--- src/hw/rtl/ear_clipping_triangulator_assert.svh ---
// Assertion macros for the ear clipping triangulator.
`ifndef EAR_CLIPPING_TRIANGULATOR_ASSERT_SVH
`define EAR_CLIPPING_TRIANGULATOR_ASSERT_SVH
`ifndef SYNTHESIS
`define ECT_ASSERT_IMP(label, clk, rst, ante, cons) \
  label: assert property (@(posedge clk) disable iff (rst) (ante) |-> (cons)) \
    else $error("assertion failed");
`define ECT_ASSERT_NXT(label, clk, rst, ante, cons) \
  label: assert property (@(posedge clk) disable iff (rst) (ante) |=> (cons)) \
    else $error("assertion failed");
`else
`define ECT_ASSERT_IMP(label, clk, rst, ante, cons)
`define ECT_ASSERT_NXT(label, clk, rst, ante, cons)
`endif
`endif

--- src/hw/rtl/ect_orient.sv ---
// Pipelined sign of cross(p - o, q - o): the differences, the products and the sign are each registered.
module ect_orient #(
  parameter int W = 24
) (
  input  logic                clk,
  input  logic signed [W-1:0] o_y,
  input  logic signed [W-1:0] o_z,
  input  logic signed [W-1:0] p_y,
  input  logic signed [W-1:0] p_z,
  input  logic signed [W-1:0] q_y,
  input  logic signed [W-1:0] q_z,
  output logic                neg,
  output logic                pos
);

  logic signed [W:0]     uy, uz, wy, wz;
  logic signed [2*W+1:0] m1, m2;
  logic        [2*W+2:0] d;

  assign d = {m1[2*W+1], m1} - {m2[2*W+1], m2};

  always_ff @(posedge clk) begin
    uy  <= {p_y[W-1], p_y} - {o_y[W-1], o_y};
    uz  <= {p_z[W-1], p_z} - {o_z[W-1], o_z};
    wy  <= {q_y[W-1], q_y} - {o_y[W-1], o_y};
    wz  <= {q_z[W-1], q_z} - {o_z[W-1], o_z};
    m1  <= uy * wz;
    m2  <= uz * wy;
    neg <= d[2*W+2];
    pos <= !d[2*W+2] && (|d);
  end

endmodule

--- config.mk ---
export PLATFORM = sky130hd
export DESIGN_NAME = ect_orient
export DESIGN_NICKNAME = d
export VERILOG_FILES = /design/src/hw/rtl/ear_clipping_triangulator_assert.svh /design/src/hw/rtl/ect_orient.sv
export SDC_FILE = /design/constraint.sdc
export NUM_CORES = 2
export LEC_CHECK = 0
export BUFFER_PORTS_ARGS = -buffer_cell sky130_fd_sc_hd__clkbuf_2
export CORE_ASPECT_RATIO = 0.6
export CORE_MARGIN = 2
export CORE_UTILIZATION = 45
export CTS_BUF_LIST = sky130_fd_sc_hd__clkbuf_8
export CTS_CLUSTER_SIZE = 25
export DETAILED_ROUTE_END_ITERATION = 8
export HOLD_SLACK_MARGIN = 0.05
export PLACE_DENSITY = 0.67
export SLEW_MARGIN = 10
export SYNTH_ARGS = -nofsm -noshare
export SYNTH_HDL_FRONTEND = slang
export SYNTH_SLANG_ARGS = --single-unit
--- constraint.sdc ---
create_clock -name clk -period 8 [get_ports clk]
set_input_delay 0.8 -clock clk [delete_from_list [all_inputs] [get_ports clk]]
set_output_delay 0.8 -clock clk [all_outputs]
set_load 0.05 [all_outputs]
# --- After elaboration in Yosys (flattened, before gate mapping) ---
# Cells that the tools add are included.
word_totals:
  regBits: 202
  inputBits: 145
  output_inout_bits: 2
  elab_cells: 18
classes:
  n_addsub: 5
  mul: 2
  reduce_logical: 3
ops:
  columns: ["operator", "n"]
  rows:
  - ["multiplier 25 x 25 -> 50 bit", 2]
  - ["subtractor 24 x 24 -> 25 bit", 4]
  - ["OR reduction 51 bit", 1]
  - ["subtractor 50 x 50 -> 51 bit", 1]
  - ["logical AND 1 bit", 1]
  - ["zero test 1 bit", 1]

# --- Logic depth before layout (Yosys ltp) ---
logic_depth:
  word_depth: 3
  mapped_depth: 30
  ltp_nobuf: 27

# --- Worst setup path after synthesis ---
# No wires, ideal clock.
synth_path:
  path_kind: "flip-flop to flip-flop"
  start: "reg wz[4]"
  end: "reg m1[48]"
  setup_time_ns: 0.127
  t_arrival_ns: 7.080
  t_required_ns: 7.873
  slack_ns: 0.793
  path_stages_with_launch: 31
  n_path_buf: 3
  synth_period_minus_slack_ns: 7.207
  cell_sequence: "dfxtp_1 clkbuf_1 clkbuf_1 nand2_1 fa_1 inv_1 fa_1 inv_1 fa_1 inv_1 fa_1 inv_1 fa_1 inv_1 fa_1 inv_1 fa_1 inv_1 ha_1 buf_2 a211oi_1 nand2_1 a21o_1 a41oi_1 or4_1 a2bb2oi_2 o31ai_2 o21ai_2 o21bai_1 nor2_1 or3_1"
synth_via:
  elab_chain_len: 1
synth_lines:
  columns: ["element", "line", "text"]
  rows:
  - ["start, declared", "ect_orient.sv:16", "logic signed [W:0] uy, uz, wy, wz;"]
  - ["start signal, assigned", "ect_orient.sv:26", "wz <= {q_z[W-1], q_z} - {o_z[W-1], o_z};"]
  - ["multiplier 25 x 25 -> 50 bit", "ect_orient.sv:27", "m1 <= uy * wz;"]
  - ["end signal, assigned", "ect_orient.sv:27", null]
  - ["end, declared", "ect_orient.sv:17", "logic signed [2*W+1:0] m1, m2;"]
# No other way between the ends.

# --- Worst setup path in the final report ---
layout_path:
  start: "reg uy[14]"
  end: "reg m1[41]"
layout_via:
  elab_chain_len: 1
layout_lines:
  columns: ["element", "line", "text"]
  rows:
  - ["start, declared", "ect_orient.sv:16", null]
  - ["start signal, assigned", "ect_orient.sv:23", "uy <= {p_y[W-1], p_y} - {o_y[W-1], o_y};"]
  - ["multiplier 25 x 25 -> 50 bit", "ect_orient.sv:27", null]
# No other way between the ends.

==> impl_metrics.toml <==
[global_routing]
grtUsageTotal_pct = 29.2
antenna_found_initial = 8
grt_pass1_wl_um = 286000
grt.overflow.total = 0
grt_max_degree = 26
grt_pass1_vias = 46000

[timing]
rsz0062_at_grt = "false"
holdWs_ns = 0.456
setup_viol = 0
slew_viol_final = 0
worst_pin_slew_ns = 1.17
max_freq_mhz = 129
slew_headroom_pct = 21.4
period_minus_slack_ns = 7.75
finClkSkew_ns = 0.0749
hold_violations = 0
finalCritPeriodShare_pct = 96.9
finalSetupTns_ns = 0

[worst_setup_path]
critical_path_class = "flop to flop"
critPathMaxFanout = 19
required_ns = 8.57
critPathMaxStageDelay_ns = 0.61
cp_common_cell = "fa_1"
crit_arrival_ns = 8.32
cp_top_family = "adder cells"
crit_buf_inv = 7
end_kind = "flop"
start_kind = "flop"
crit_slowest_cell = "dfxtp_1"
path_cells = "buf_4 > nand2_1 > fa_1 > inv_1 > fa_1 > inv_1 > fa_1 > fa_1 > inv_1 > fa_1 > fa_1 > inv_1 > fa_1 > inv_1 > ha_1 > nand4_1 > or2_2 > a311o_1 > a31oi_1 > or2_2 > o2bb2ai_1 > nor2_1 > xnor2_1 > buf_4"

[logic_synthesis]
synth_area_per_cell_um2 = 9.11
synth_area_leaders = "fa_1, inv_1, ha_1"
async_reset_ff_share_pct = 0
synth_top_cell_by_area = "fa_1"
synth_common_cells = "inv_1, fa_1, nand2_1"
ys_ff_latch = 202
synth_top_area_share_pct = 46.0
synth.yosys.seq_area_share_pct = 7.03
ys_warn_count = 0
synth.net_count = 8206
synth_cells = 6312
synth_cell_types = 90
synth_edf_count = 0
synth_top_flop_cell = "dfxtp_1"
syn_area_um2 = 57500
yosysMostFrequentCell = "inv_1"

[drt]
route.detailed.drc = 0
ant_nets = 0
wire_per_inst_um = 22.8
drt-initial-drc-count = 4558
drt-pass1-iter-count = 6
vias = 44300
via_per_inst = 5.42
drt-total-wl_um = 186000

[clock_network]
ctsLongestPathBuffers = 3
cts-buffers-inserted = 41
cts_tree = "built"
post_cts_buffers = 0
htree_num_levels = 2
cts_sinks = 202
clk-insertion-delay-late_ns = 0.69
clock-root-buffer = "clkbuf_8"
clk_pin_slew_ns = 0.06

[hold_path]
holdCritPathClass = "primary input to flop"

[layout]
nets = 8332
area_growth_pct = 7.54
drive_gt1_share_pct = 7.32

[placed_design]
port-buffer-count = 146
gp_congestion = 1.03
dp_hpwl_um = 160000

[die]
core_area_um2 = 127000
fp.dieW_um = 466
dieHeight_um = 281
io-pin-count = 147
start_util_pct = 45.4
dieArea_um2 = 131000
num_rows = 101

[run_status]
status = "finished clean"

[run]
cap_violations = 0
[worst min-delay path: stages]
cell	delay, ns
clkbuf_2	0.11
ha_1	0.14
inv_1	0.04
[cells in the final DEF, fill, tap and decap left out, types with 71 or more instances in the layout]
cell type and instances:
xnor2_1 150, clkbuf_2 146, a21o_1 71, and2_1 613, a21oi_1 173, inv_1 1442, nor2_1 190, dfxtp_1 165
nand2_1 729, fa_1 1321, o21ai_0 101, buf_4 168, ha_1 428
[flip-flops by register name (all words and copies together) (netlist names)]
register,count
uz,25
wz,25
uy,25
neg,1
pos,1
m2,50
wy,25
m1,50
[timing repair]
item | CTS | global route
hold buffers | 0 | 0
endpoints found under the setup margin | 0 | 14
gates resized for setup | 0 | 39
[cells by family (layout without fill, tap and decap cells)]
kind of cell,Yosys count,count (layout),synth area share [%]
multiplexers,13,13,0.235
flip-flops,202,202,7.03
AO/OA/AOI/OAI,642,642,7.60
AND/OR/NAND/NOR,1834,1834,15.9
XOR/XNOR,196,196,2.98
other,0,2,0
buffers and inverters,1676,1835,11.0
adder cells (fa/ha/maj),1749,1749,55.3
[stage by stage]
step / util (%) / std cells / area, um^2 / setup slack [ns]
2_1_floorplan: - / 6312 / 57500 / 0.793
3_3_place_gp: 48.1 / 8094 / 60900 / 0.136
3_5_place_dp: 48.1 / 8094 / 60900 / 0.129
4_1_cts: 48.8 / 8170 / 61800 / 0.0750
5_1_grt: 48.8 / 8170 / 61900 / 0.000911
6_report: 48.9 / 8172 / 61900 / 0.250
[routing by layer]
metal | vias up | part of all wire [%] | global-route usage, %
met1 | 22200 | 46 | 44.7
met5 | - | 0.099 | 0.961
met3 | 194 | 16 | 13.1
li1 | 19300 | - | -
met2 | 2652 | 36 | 36.6
met4 | 6 | 2.5 | 6.20
[area by class of cell]
type | instances | area (um^2)
clock inverters | 28 | 260
inverters | 1437 | 5390
diodes | 2 | 5.00
well taps | 1699 | 2130
clock buffers | 48 | 661
flip-flops and latches | 202 | 4090
repair buffers | 322 | 2140
multi-input cells | 4434 | 47200
fillers | 11900 | 64800
[path summary, 6_finish.rpt]
| check | from | cells after the start | to | slack, ns |
|---|---|---|---|---|
| setup / recovery | uy[14]$_DFF_P_ | 24 | m1[41]$_DFF_P_ | 0.25 |
| hold / removal | o_y[0] | 3 | uy[0]$_DFF_P_ | 0.46 |
| setup reg to reg | uy[14]$_DFF_P_ | 24 | m1[41]$_DFF_P_ | 0.25 |
| hold reg to reg | uz[0]$_DFF_P_ | 2 | m2[0]$_DFF_P_ | 0.82 |
Power is left out: the tool's default activity adds up to more than one toggle a clock period on the data nets, which glitch-free logic cannot reach.
