--- src/hw/rtl/ear_clipping_triangulator_assert.svh ---
// Assertion macros for the ear clipping triangulator.
`ifndef EAR_CLIPPING_TRIANGULATOR_ASSERT_SVH
`define EAR_CLIPPING_TRIANGULATOR_ASSERT_SVH
`ifndef SYNTHESIS
`define ECT_ASSERT_IMP(label, clk, rst, ante, cons) \
  label: assert property (@(posedge clk) disable iff (rst) (ante) |-> (cons)) \
    else $error("assertion failed");
`define ECT_ASSERT_NXT(label, clk, rst, ante, cons) \
  label: assert property (@(posedge clk) disable iff (rst) (ante) |=> (cons)) \
    else $error("assertion failed");
`else
`define ECT_ASSERT_IMP(label, clk, rst, ante, cons)
`define ECT_ASSERT_NXT(label, clk, rst, ante, cons)
`endif
`endif

--- src/hw/rtl/ect_pkg.sv ---
// Shared types for the ear clipping triangulator.
package ect_pkg;

  typedef enum logic [1:0] {
    OP_HOLD = 2'd0,
    OP_LOAD = 2'd1,
    OP_NEXT = 2'd2,
    OP_HEAD = 2'd3
  } cell_op_t;

  typedef enum logic [8:0] {
    S_IDLE  = 9'b000000001,
    S_ALIGN = 9'b000000010,
    S_CAND  = 9'b000000100,
    S_SCAN  = 9'b000001000,
    S_DRAIN = 9'b000010000,
    S_SWAP  = 9'b000100000,
    S_FINAL = 9'b001000000,
    S_FWAIT = 9'b010000000,
    S_FLUSH = 9'b100000000
  } state_t;

  typedef struct packed {
    logic vld;
    logic first;
    logic chk;
  } tag_t;

  localparam int ORIENT_LAT = 3;

endpackage

--- src/hw/rtl/ect_cell.sv ---
// One vertex cell of the rotating vertex ring.
module ect_cell #(
  parameter int W = 24
) (
  input  logic                clk,
  input  ect_pkg::cell_op_t   op,
  input  logic signed [W-1:0] ld_y,
  input  logic signed [W-1:0] ld_z,
  input  logic signed [W-1:0] nx_y,
  input  logic signed [W-1:0] nx_z,
  input  logic signed [W-1:0] hd_y,
  input  logic signed [W-1:0] hd_z,
  output logic signed [W-1:0] y,
  output logic signed [W-1:0] z
);

  always_ff @(posedge clk) begin
    case (op)
      ect_pkg::OP_LOAD: begin
        y <= ld_y;
        z <= ld_z;
      end
      ect_pkg::OP_NEXT: begin
        y <= nx_y;
        z <= nx_z;
      end
      ect_pkg::OP_HEAD: begin
        y <= hd_y;
        z <= hd_z;
      end
      default: begin
        y <= y;
        z <= z;
      end
    endcase
  end

endmodule

--- config.mk ---
export PLATFORM = sky130hd
export DESIGN_NAME = ect_cell
export DESIGN_NICKNAME = d
export VERILOG_FILES = /design/src/hw/rtl/ear_clipping_triangulator_assert.svh /design/src/hw/rtl/ect_pkg.sv /design/src/hw/rtl/ect_cell.sv
export SDC_FILE = /design/constraint.sdc
export NUM_CORES = 1
export LEC_CHECK = 0
export BUFFER_PORTS_ARGS = -buffer_cell sky130_fd_sc_hd__buf_2
export CORE_ASPECT_RATIO = 1.5
export CORE_MARGIN = 5
export CORE_UTILIZATION = 40
export CTS_CLUSTER_DIAMETER = 200
export CTS_CLUSTER_SIZE = 12
export DETAILED_ROUTE_END_ITERATION = 10
export HOLD_SLACK_MARGIN = 0.05
export PLACE_DENSITY = 0.88
export SLEW_MARGIN = 40
export SYNTH_ARGS = -nofsm -noshare
export SYNTH_HDL_FRONTEND = slang
export SYNTH_SLANG_ARGS = --single-unit
--- constraint.sdc ---
create_clock -name clk -period 1.8 [get_ports clk]
set_clock_uncertainty 0.1 [all_clocks]
set_input_delay 0.18 -clock clk [delete_from_list [all_inputs] [get_ports clk]]
set_output_delay 0.18 -clock clk [all_outputs]
set_load 0.02 [all_outputs]
# == Yosys cells after proc, flatten, opt, wreduce, memory -nomap -nowiden ==
# Index checks and enable logic that the tools add are counted.
# op_classes
n_addsub,0
mul,0
div_mod_pow,0
order_cmp,0
n_eq_ne,3
shift,0
muxes,2
bitwise_logic,0
n_reduce_logical,1
# op_table
operator,n
24-bit case mux with 3 select lines,2
2-bit equality test (second input constant),2
3-bit nonzero test,1
2-bit by 1-bit equality test with 1-bit output (second input constant),1
# totals
reg_bits,48
latchBits,0
ramBits,0
romBits,0
inputBits,147
output_inout_bits,48
memories,0

# == Depth between registers and ports, before layout ==
# Gate-level depths: netlist of the first run.
# logic_depth
ltp_word,2
depth_mapped,5

# == Least setup slack after synthesis of the first run ==
# Ideal clock, no wire load.
# synth_path
kind,input to register
start,input op[0]
end,"register y[0], enable pin"
setup_ns,0.384
arrival_ns,1.197
path_slack_ns,0.119
path_stages,4
path_buffers,3
cell_sequence,buf_6 > buf_8 > buf_12 > or2_2
# synth_via
elab_chain_len,2
elab_cells_between_ends,4
cone_classes,eq/ne (3); reduce/logical (1)
# synth_rtl
element,line,rtl
from (decl),ect_cell.sv:6,"input ect_pkg::cell_op_t op,"
2-bit equality test or 2-bit by 1-bit equality test with 1-bit output (tied branches),ect_cell.sv:18,case (op)
3-bit nonzero test (no line) (*),-,
to (signal assigned),ect_cell.sv:20,y <= ld_y;
to (signal assigned),ect_cell.sv:24,y <= nx_y;
to (signal assigned),ect_cell.sv:28,y <= hd_y;
to (decl),ect_cell.sv:13,"output logic signed [W-1:0] y,"
# Mark *: on every way between the ends. The rest lies on a longest branch, timed or not.
# A chain may end at the register's enable or synchronous reset.

# == Worst setup path in the final report of the first run ==
# layout_path
start,register z[5]
end,output z[5]
# layout_rtl
element,line,rtl
from (decl),ect_cell.sv:14,output logic signed [W-1:0] z
from (signal assigned),ect_cell.sv:21,z <= ld_z;
from (signal assigned),ect_cell.sv:25,z <= nx_z;
from (signal assigned),ect_cell.sv:29,z <= hd_z;
# No word-level cell between the ends.

==> results of run 1 <==
==> registers in the layout, summed over array words and instances (netlist names) <==
signal / flops
z: 24
y: 24
==> cells in the final DEF, fill, tap and decap left out <==
cell type    n
buf_4        3
clkinv_2     1
bufinv_16    1
edfxtp_1    48
clkbuf_1     1
mux2i_1     48
or2_2        1
a21oi_1     48
buf_2      194
buf_12       2
clkbuf_8     5
nor2_1      48
==> cell usage after synthesis <==
cell type	number	area, um^2
a21oi_1	48	240
buf_8	1	15.0
edfxtp_1	48	1440
buf_2	5	25.0
buf_12	1	20.0
mux2i_1	48	480
nor2_1	48	180
buf_6	1	11.3
or2_2	1	6.26
buf_4	3	22.5
clkbuf_1	6	22.5
==> how the worst max path moves through the flow <==
stage	start	endpoint	slack, ns	cells past startpoint
after detailed placement	op[0]	y[8]	0.41	4
final	z[5]	z[5]	0.64	1
after CTS	z[5]	z[5]	0.64	1
after global placement	op[1]	y[13]	0.45	3
after global routing	z[5]	z[5]	0.62	1
after floorplan	op[0]	y[0]	0.12	4
==> per-stage QoR <==
step | util (%) | hold WS (ns)
2_1_floorplan | - | 0.306
3_3_place_gp | 57.1 | 0.401
3_5_place_dp | 57.1 | 0.406
4_1_cts | 58.8 | 0.0900
5_1_grt | 58.8 | 0.0939
6_report | 58.8 | 0.103
==> area by class of cell <==
type	count	area [um^2]	area share, %
Clock inverter	2	35.0	0.978
Clock buffer	6	72.6	2.03
Multi-Input combinational cell	145	907	25.3
Sequential cell	48	1440	40.2
Timing Repair Buffer	199	1030	28.9
Tap cell	74	92.6	2.58
==> where the power goes <==
part / internal (uW) / switching (uW)
sequential: 1380 / 30.3
clock: 413 / 353
combinational: 296 / 402
total: 2090 / 785
==> tightest hold or removal path, stage by stage <==
cell     delay (ns)
buf_2          0.07
nor2_1         0.03
a21oi_1        0.10
==> logic make-up after synthesis <==
kind of cell,count (synthesis),synth area share (%)
AO/OA/AOI/OAI,48,9.75
multiplexers,48,19.5
buffers and inverters,17,4.72
flip-flops,48,58.5
AND/OR/NAND/NOR,49,7.56
==> per-layer routing <==
layer	track usage, %	part of all wire, %
met5	0	0.28
met4	6.74	2.4
met3	4.82	10
met2	30.0	53
met1	18.1	34
==> impl_summary.md, run 1 <==
CTS
After clock tree synthesis, the clock-pin slew on the worst setup and hold paths is 0.09 ns. Gates resized during post-CTS repair numbered 0. The TritonCTS clock tree is built.

After clock tree synthesis, the flow added hold-fix buffers numbering 0. The number of sinks on the clock net is 48. The clock tree synthesis step divided the H-tree into 2 levels. The number of buffers inserted by post-CTS setup repair is 0. Clock tree synthesis inserted a total of 5 buffers.

The clock passes through at most 2 buffers. The clock root buffer master is clkbuf_8.

Critical path
The data arrival time of the critical path is a little under 0.9 ns. The critical path data required time is 1.52 ns. The endpoint class of the critical path is an output port. STA classifies the critical path startpoint as a flop. The signal on the critical path passes through buf_2.

The maximum fanout count along the critical path is 1. The number of buffers and inverters on the critical path is 1. For this run, the slowest stage of the critical path takes approximately 0.4 ns. The critical path is of the flop to output port type.

The kind of cell with the highest combined delay along the critical path is flip-flops. The slowest stage of the critical path belongs to the cell edfxtp_1.

GRT
The number of antenna violations at the first check in global routing is 1. The first-pass GRT wire length is 10.1 mm. After global routing the overflow that remains totals 0.

The total routing resource utilization after global routing is 16.9%. Entering global routing, the biggest net connects 83 pins. The number of global-route vias before repair is 2189.

Yosys
The sequential element share of the synthesized area is 58.5%. The number of warnings printed during yosys synthesis is 0. Counting every instance in the synthesized netlist gives 210. The netlist uses 11 different library cells. The average size of a mapped cell is 11.7 um^2. The synthesized netlist net count is 357.

In this run, synthesis produced a sequential element count of 48. The cell area that synthesis handed to floorplanning was around 2500 um^2.

Power and ir drop
For this design the ratio of total power to cell area is 803 nW/um^2. The analysis attributes to cell leakage a power of 0.00178 uW. The completed layout was analyzed and its total power is approximately 2900 uW.

The peak supply drop is 0.456 mV.

Timing
In the finished design, the share of the clock period the worst path needs comes to between 60% and 70%. The worst-case setup margin in the final layout is 0.642 ns. The number of endpoints with negative hold slack in the final report was 0. Setup violations remaining at the end of the flow were counted as 0.

The accumulated negative setup slack is 0 ns. The worst path in the final design needs a cycle of approximately 1.2 ns, including I/O delays and setup. The number of pins with negative max-slew slack in the final report is 0. For the pin with the worst max-slew slack, the measured transition is 0.368 ns.

Setup repair after global routing left no endpoint under its margin. The maximum achievable frequency is roughly 860 MHz. The worst slew margin relative to its limit is between 70% and 80%.

Finish
Relative to the synthesized area, the layout overhead comes to 45.3%. The finished cells cover 3580 um^2. The fraction of final layout cells with drive strength greater than 1 is 51.7%. The filler cell count in the final layout is roughly 550.

The count of placed standard cells in the final layout, fillers left out is between 400 and 500. The post-layout net count is about 550. The repair_antennas step left the layout with diodes totalling 0.

Detailed routing
The total number of vias is between 2000 and 2500. The number of antenna-violating nets in the routed design is 0. After the first detailed-routing iteration, the DRC count stood at 123.

The routed length per instance is between 10 and 15 um. In the routed layout, each cell is associated on average with a via count of around 4.8. The first detailed-routing pass took 4 iterations. Wires add up to between 7 and 8 mm. The post-route DRC violation count is 0.

Flow run
The tool flagged a number of max-cap violations equal to 0.

Die
The initial core utilization is between 40% and 50%. The chip width is 74.1 um. The area enclosed by the die boundary is 7860 um^2. In this run the count of I/O pins placed on the die edge is about 200. The die is roughly 110 um tall.

The placeable core area is 6090 um^2. After floorplanning, the core was divided into 35 placement rows.

Outcome
The run finished with clean final reports.

Placed design
Summed over all nets, the half-perimeter wirelength after detailed placement is around 5.6 mm. Buffers placed on the I/O ports in this run total slightly below 200. Summing all placed instances gives a cell area of around 3500 um^2. The placement-stage worst setup slack is about 0.41 ns. The global placement routability congestion is roughly 0.77. After detailed placement, the design holds a cell count of roughly 470.

Min path
The class of the worst hold path is input pin to flop. Along the worst hold path, the cell count comes to 3. The launch point of the worst hold path is ld_z[2]. The worst hold endpoint is z[2].
(Power assumes the default switching activity.)
==> run 2: changes to the inputs <==
- clock period: 1.8 -> 1.2 ns (I/O delays scaled with it)
==> impl_summary.md, run 2 (same netlist as run 1, synthesis figures left out) <==
CTS
The number of sinks on the clock net is between 40 and 50. Clock-pin slew was measured on the worst setup and hold paths at about 0.080 ns. Counting the buffers created by CTS gives 5.

The number of buffers on the longest clock path is 2. The total number of H-tree levels is 2. The TritonCTS clock tree is built. After clock tree synthesis, the setup repair step added 0 buffers. The clock root buffer master is clkbuf_8.

Critical path
On the critical path the largest part of the delay comes from flip-flops. STA classifies the critical path endpoint as an output port. The critical path is of the flop to output port type. The number of buffers and inverters on the critical path is 1. STA puts the critical path data required time at ~0.98 ns. The critical path goes through buf_2. For this design, the slowest cell found on the critical path is edfxtp_1. The critical path startpoint category is a flop. The data arrival time of the critical path is 0.85 ns. Along the worst path, the maximum fanout reaches 1. On the worst path, the slowest cell contributes a delay of around 0.38 ns.

Timing
The accumulated negative setup slack is 0 ns. Setup repair after global routing left no endpoint under its margin. The number of pins with negative max-slew slack in the final report is 0.

After layout, the minimum clock period comes to ~1.1 ns. Dividing the final minimum period by the clock period gives between 80% and 90%. The measured slew at the worst slew-check pin is around 0.22 ns.

The smallest hold slack is around 0.054 ns. The number of endpoints with negative hold slack in the final report is 0. The maximum achievable frequency is 935 MHz. The total of endpoints with negative setup slack in the final report is 0. The worst slew margin relative to its limit is a little under nine tenths.

Finish
In the final design database the tool counted 566 nets. The filler cell count in the final layout is just under 500. The library cells used most frequently in the layout, excluding fill and tap cells, are 194 x buf_2, 48 x mux2i_1, 48 x nor2_1, 48 x a21oi_1, 48 x edfxtp_1. The flip-flop and latch area is around 1400 um^2. The area growth from synthesis to layout is 53.6%. In the final layout, the registers with the most flip-flops are y x24, z x24. The leading cell type in the layout, fill and taps excluded is buf_2. The multi-input combinational cells in the finished layout cover a total of about 900 um^2. Cells with a size suffix above 1 make up 49.4% of the layout. The number of antenna diodes in the final layout is 0.

GRT
The number of global-route vias before repair is 2433. The overall overflow remaining after global route is 0. The first global-routing pass estimated between 10 and 15 mm of wire. The maximum number of pins on one net before global-route repair is a little under 50. The number of antenna violations at the first check in global routing came to 0. The total routing resource utilization after global routing is between 10% and 20%.

Placed design
Port buffering added 194 buffers. The global placement routability congestion is about 0.77. The half-perimeter wire length after placement is approximately 5.7 mm.

Min path
The min-delay analysis places its worst path in the category input pin to flop.

Detailed routing
The routed layout has ~2400 vias. The pre-antenna-repair detailed-routing pass consisted of 4 iterations. The detail route stage leaves a number of antenna-violating nets equal to 0.

The via density per instance is roughly 4.8. The DRC marker count from the first detailed-route iteration is just under 90. Wires add up to 7.41 mm.

After detailed routing, the average wire length per cell comes to about 15 um. The post-route DRC violation count is 0.

Power and ir drop
The total internal power is 2960 uW. The power share of the combinational group is 27.5%. Net switching is between 20% and 30% of the power. The total power per unit cell area is 1090 nW/um^2. The power share of the sequential group is roughly half. VDD sags by at most roughly 0.62 mV. In this run the static leakage power is ~0.0019 uW. In this run the power spent charging and discharging nets is ~1200 uW.

Of the total power, the clock network draws about a fifth.

Die
Once the floorplan was initialized, standard cells occupied roughly two fifths of the core. The area enclosed by the die boundary is 7860 um^2. The floorplan die height is around 110 um. The floorplan has 35 rows. The chip width is about 74 um. During I/O placement, the number of pins put on the boundary was just under 200. The total area inside the core boundary comes to roughly 6100 um^2.

Flow run
Max-cap violations in this run came to 0.

Outcome
The flow ran to the end, and the final reports show no timing, DRC or antenna violations.
run 2: path summary, 6_finish.rpt:
path,startpoint,to,cells past startpoint
max,z[15],z[15],1
min,ld_z[10],z[10],3
run 2: power by group through the flow:
stage / logic, uW / registers, uW / clock network [uW]
finish: 1130 / 2110 / 879
global route: 1220 / 2130 / 968
CTS: 1140 / 2120 / 917
detailed placement: 1090 / 2160 / 0
global placement: 1060 / 2150 / 0
floorplan: 322 / 2430 / 0
run 2: metal layers:
| layer | track usage [%] | vias to the layer above | part of all wire, % |
|---|---|---|---|
| met4 | 6.48 | 0 | 2.8 |
| met5 | 0 | - | 0 |
| met2 | 34.6 | 118 | 55 |
| met3 | 4.45 | 20 | 9.8 |
| met1 | 17.6 | 1059 | 33 |
| li1 | - | 1177 | - |
run 2: layout make-up:
class / count / area share (%)
Sequential cell: 48 / 38.1
Timing Repair Buffer: 219 / 33.4
Multi-Input combinational cell: 145 / 24.0
Tap cell: 74 / 2.45
Clock buffer: 5 / 1.82
Clock inverter: 2 / 0.198
run 2: per-stage QoR:
step | setup slack (ns) | instances | cell area [um^2] | util, % | power (uW)
after floorplan | -0.182 | 210 | 2470 | - | 2750
after global placement | 0.00512 | 468 | 3530 | 58.0 | 3210
after detailed placement | -0.0357 | 468 | 3530 | 58.0 | 3250
after CTS | 0.112 | 492 | 3780 | 62.0 | 4170
after global routing | 0.0842 | 493 | 3790 | 62.2 | 4320
final | 0.130 | 493 | 3790 | 62.2 | 4120
run 2: timing repair:
action | CTS | global route
endpoints found under the setup margin | 0 | 0
endpoints found under the hold margin | 17 | 1
hold buffers | 17 | 1
gates resized for setup | 0 | 0
==> run 3: changes to the inputs <==
- PLACE_DENSITY: 0.88 -> unset
- PLACE_DENSITY_LB_ADDON: unset -> 0.05
==> impl_summary.md, run 3 (same netlist as run 1, synthesis figures left out) <==
Timing
The maximum achievable frequency is 928 MHz. Setup repair after global routing left no endpoint under its margin. Setup violations remaining at the end of the flow were counted as 0. The worst pin sits at a relative slew slack of between 80% and 90%.

The smallest clock period supported by the final layout is computed as approximately 1.1 ns. The number of endpoints with negative hold slack in the final report came to 0. The worst path uses approximately nine tenths of the clock period. The smallest hold slack is between 0.05 and 0.06 ns.

For the pin with the worst max-slew slack, the measured transition is between 0.2 and 0.25 ns. The worst-case setup margin in the final layout is around 0.12 ns. The number of pins with negative max-slew slack in the final report is 0.

Detailed routing
After detailed routing, the average wire length per cell comes to 14.5 um. The via density per instance is about 4.7. The post-route DRC violation count is 0. The detailed-routing iteration count for the pre-antenna-repair pass is 4.

The total number of vias is approximately 2400. The detailed router finished its first iteration with 105 violations. Wires add up to 7.36 mm. The number of antenna-violating nets in the routed design is 0.

GRT
The total routing resource utilization after global routing is a little under a fifth. The first-pass GRT wire length is 11.5 mm. The number of global-route vias before repair was 2482.

The overall overflow remaining after global route is 0. The number of antenna violations at the first check in global routing is 0. The maximum number of pins on one net before global-route repair is 61.

Outcome
The run finished with clean final reports.

Critical path
Of all nets on the critical path, the largest fanout is 1. STA classifies the critical path startpoint as a flop. Traced cell by cell, the critical path runs through buf_2. For the worst setup path, the data required time is around 0.98 ns. STA classifies the critical path endpoint as an output port. The count of cell instances traversed by the critical path is 1. The buffers plus inverters on the worst setup path is 1. The endpoint of the most critical setup path is y[2]. The origin of the worst setup path is y[2]. The family with the most delay on the worst path is flip-flops. Data arrives at the worst endpoint at around 0.86 ns.

The worst setup path is of the flop to output port kind. The cell with the largest stage delay on the worst path is edfxtp_1. The critical path's largest stage delay is ~0.39 ns.

Power and ir drop
The total power per unit cell area is between 1000 and 1500 nW/um^2. The peak supply drop is around 0.59 mV. Summed over all cells, the static leakage comes to a little under 0.002 uW.

Die
The area enclosed by the die boundary is a little under 8000 um^2. The core region is approximately 6100 um^2. The I/O pin total is a little under 200. The initial core utilization is between 40% and 50%.

The number of cell rows is 35. The floorplan step set the die width to ~74 um. The die is 106 um tall.

Placed design
The global placement routability congestion is around 0.76. The placement-stage worst setup slack is -0.00569 ns. Detailed placement ended at an HPWL of approximately 5.6 mm.

The count of buffers added on input and output ports is ~190.

CTS
CTS built an H-tree with a depth of 2. In this run, CTS created clock tree buffers numbering 5. The clock root buffer master is clkbuf_8.

In this run the deepest clock path goes through 2 buffers. Counting every sink on the clock net gives 48. The post-cts gate resize count is 0. The TritonCTS clock tree is built. Clock-pin slew was measured on the worst setup and hold paths at 0.09 ns.

Finish
In the final layout, the share of cells above drive strength 1 is between 40% and 50%. Compared with the post-synthesis result, the final layout area differs by 59.9%. The filler cell count in the final layout is roughly 520. The post-layout net count is 579. In the layout the commonest cells are 194 x buf_2, 48 x mux2i_1, 48 x nor2_1, 48 x a21oi_1, 48 x edfxtp_1. The flip-flop and latch area is between 1000 and 1500 um^2. The largest registers in the layout are y x24, z x24.

The multi-input combinational cells in the finished layout cover a total of slightly above 900 um^2. The antenna cell count is 0. The library cell used most frequently in the layout, excluding fill and tap cells, is buf_2.

Flow run
Max-cap violations in this run came to 0.

Min path
The worst hold path belongs to the class input pin to flop.
-- run 3: cell types whose count changed in the layout (fill, tap and decap cells not counted) --
cell and change:
buf_12 +2, buf_4 -1, clkinv_1 -1, dlygate4sd3_1 +12, clkbuf_1 +2
-- run 3: routing by layer --
metal	vias to the layer above	track usage, %	wire, um
met5	-	0	0
met4	0	5.70	133
met3	10	5.11	792
met2	117	34.3	3930
met1	1040	20.9	2500
li1	1206	-	-
-- run 3: worst min path at each step --
stage | start | end | cells after the start
floorplan | ld_y[17] | y[17] | 2
global placement | ld_y[2] | y[2] | 3
detailed placement | ld_z[14] | z[14] | 3
CTS | ld_y[21] | y[21] | 3
global route | ld_z[9] | z[9] | 3
finish | ld_y[9] | y[9] | 3
-- run 3: layout make-up --
cell class,count,area share (%)
flip-flops and latches,48,36.6
multi-input cells,145,23.1
clock inverters,1,0.0952
clock buffers,7,1.94
repair buffers,232,36.0
well taps,74,2.35
-- run 3: through the flow --
| step | setup TNS, ns | instances | utilization, % | total power [uW] | instance area, um^2 |
|---|---|---|---|---|---|
| after global placement | 0 | 469 | 58.5 | 3240 | 3560 |
| final | 0 | 507 | 64.8 | 4200 | 3940 |
| after detailed placement | -0.0100 | 469 | 58.5 | 3250 | 3560 |
| after global routing | 0 | 507 | 64.8 | 4420 | 3940 |
| after CTS | 0 | 507 | 64.8 | 4250 | 3940 |
| after floorplan | -8.72 | 210 | - | 2750 | 2470 |
-- run 3: what timing repair did --
action | CTS | global route
hold endpoints to repair | 30 | 0
setup buffers | 0 | 0
hold buffers | 30 | 0
-- run 3: power breakdown --
part / switching, uW / total, uW / internal (uW)
combinational: 624 / 1160 / 538
sequential: 41.3 / 2110 / 2070
clock: 517 / 924 / 407
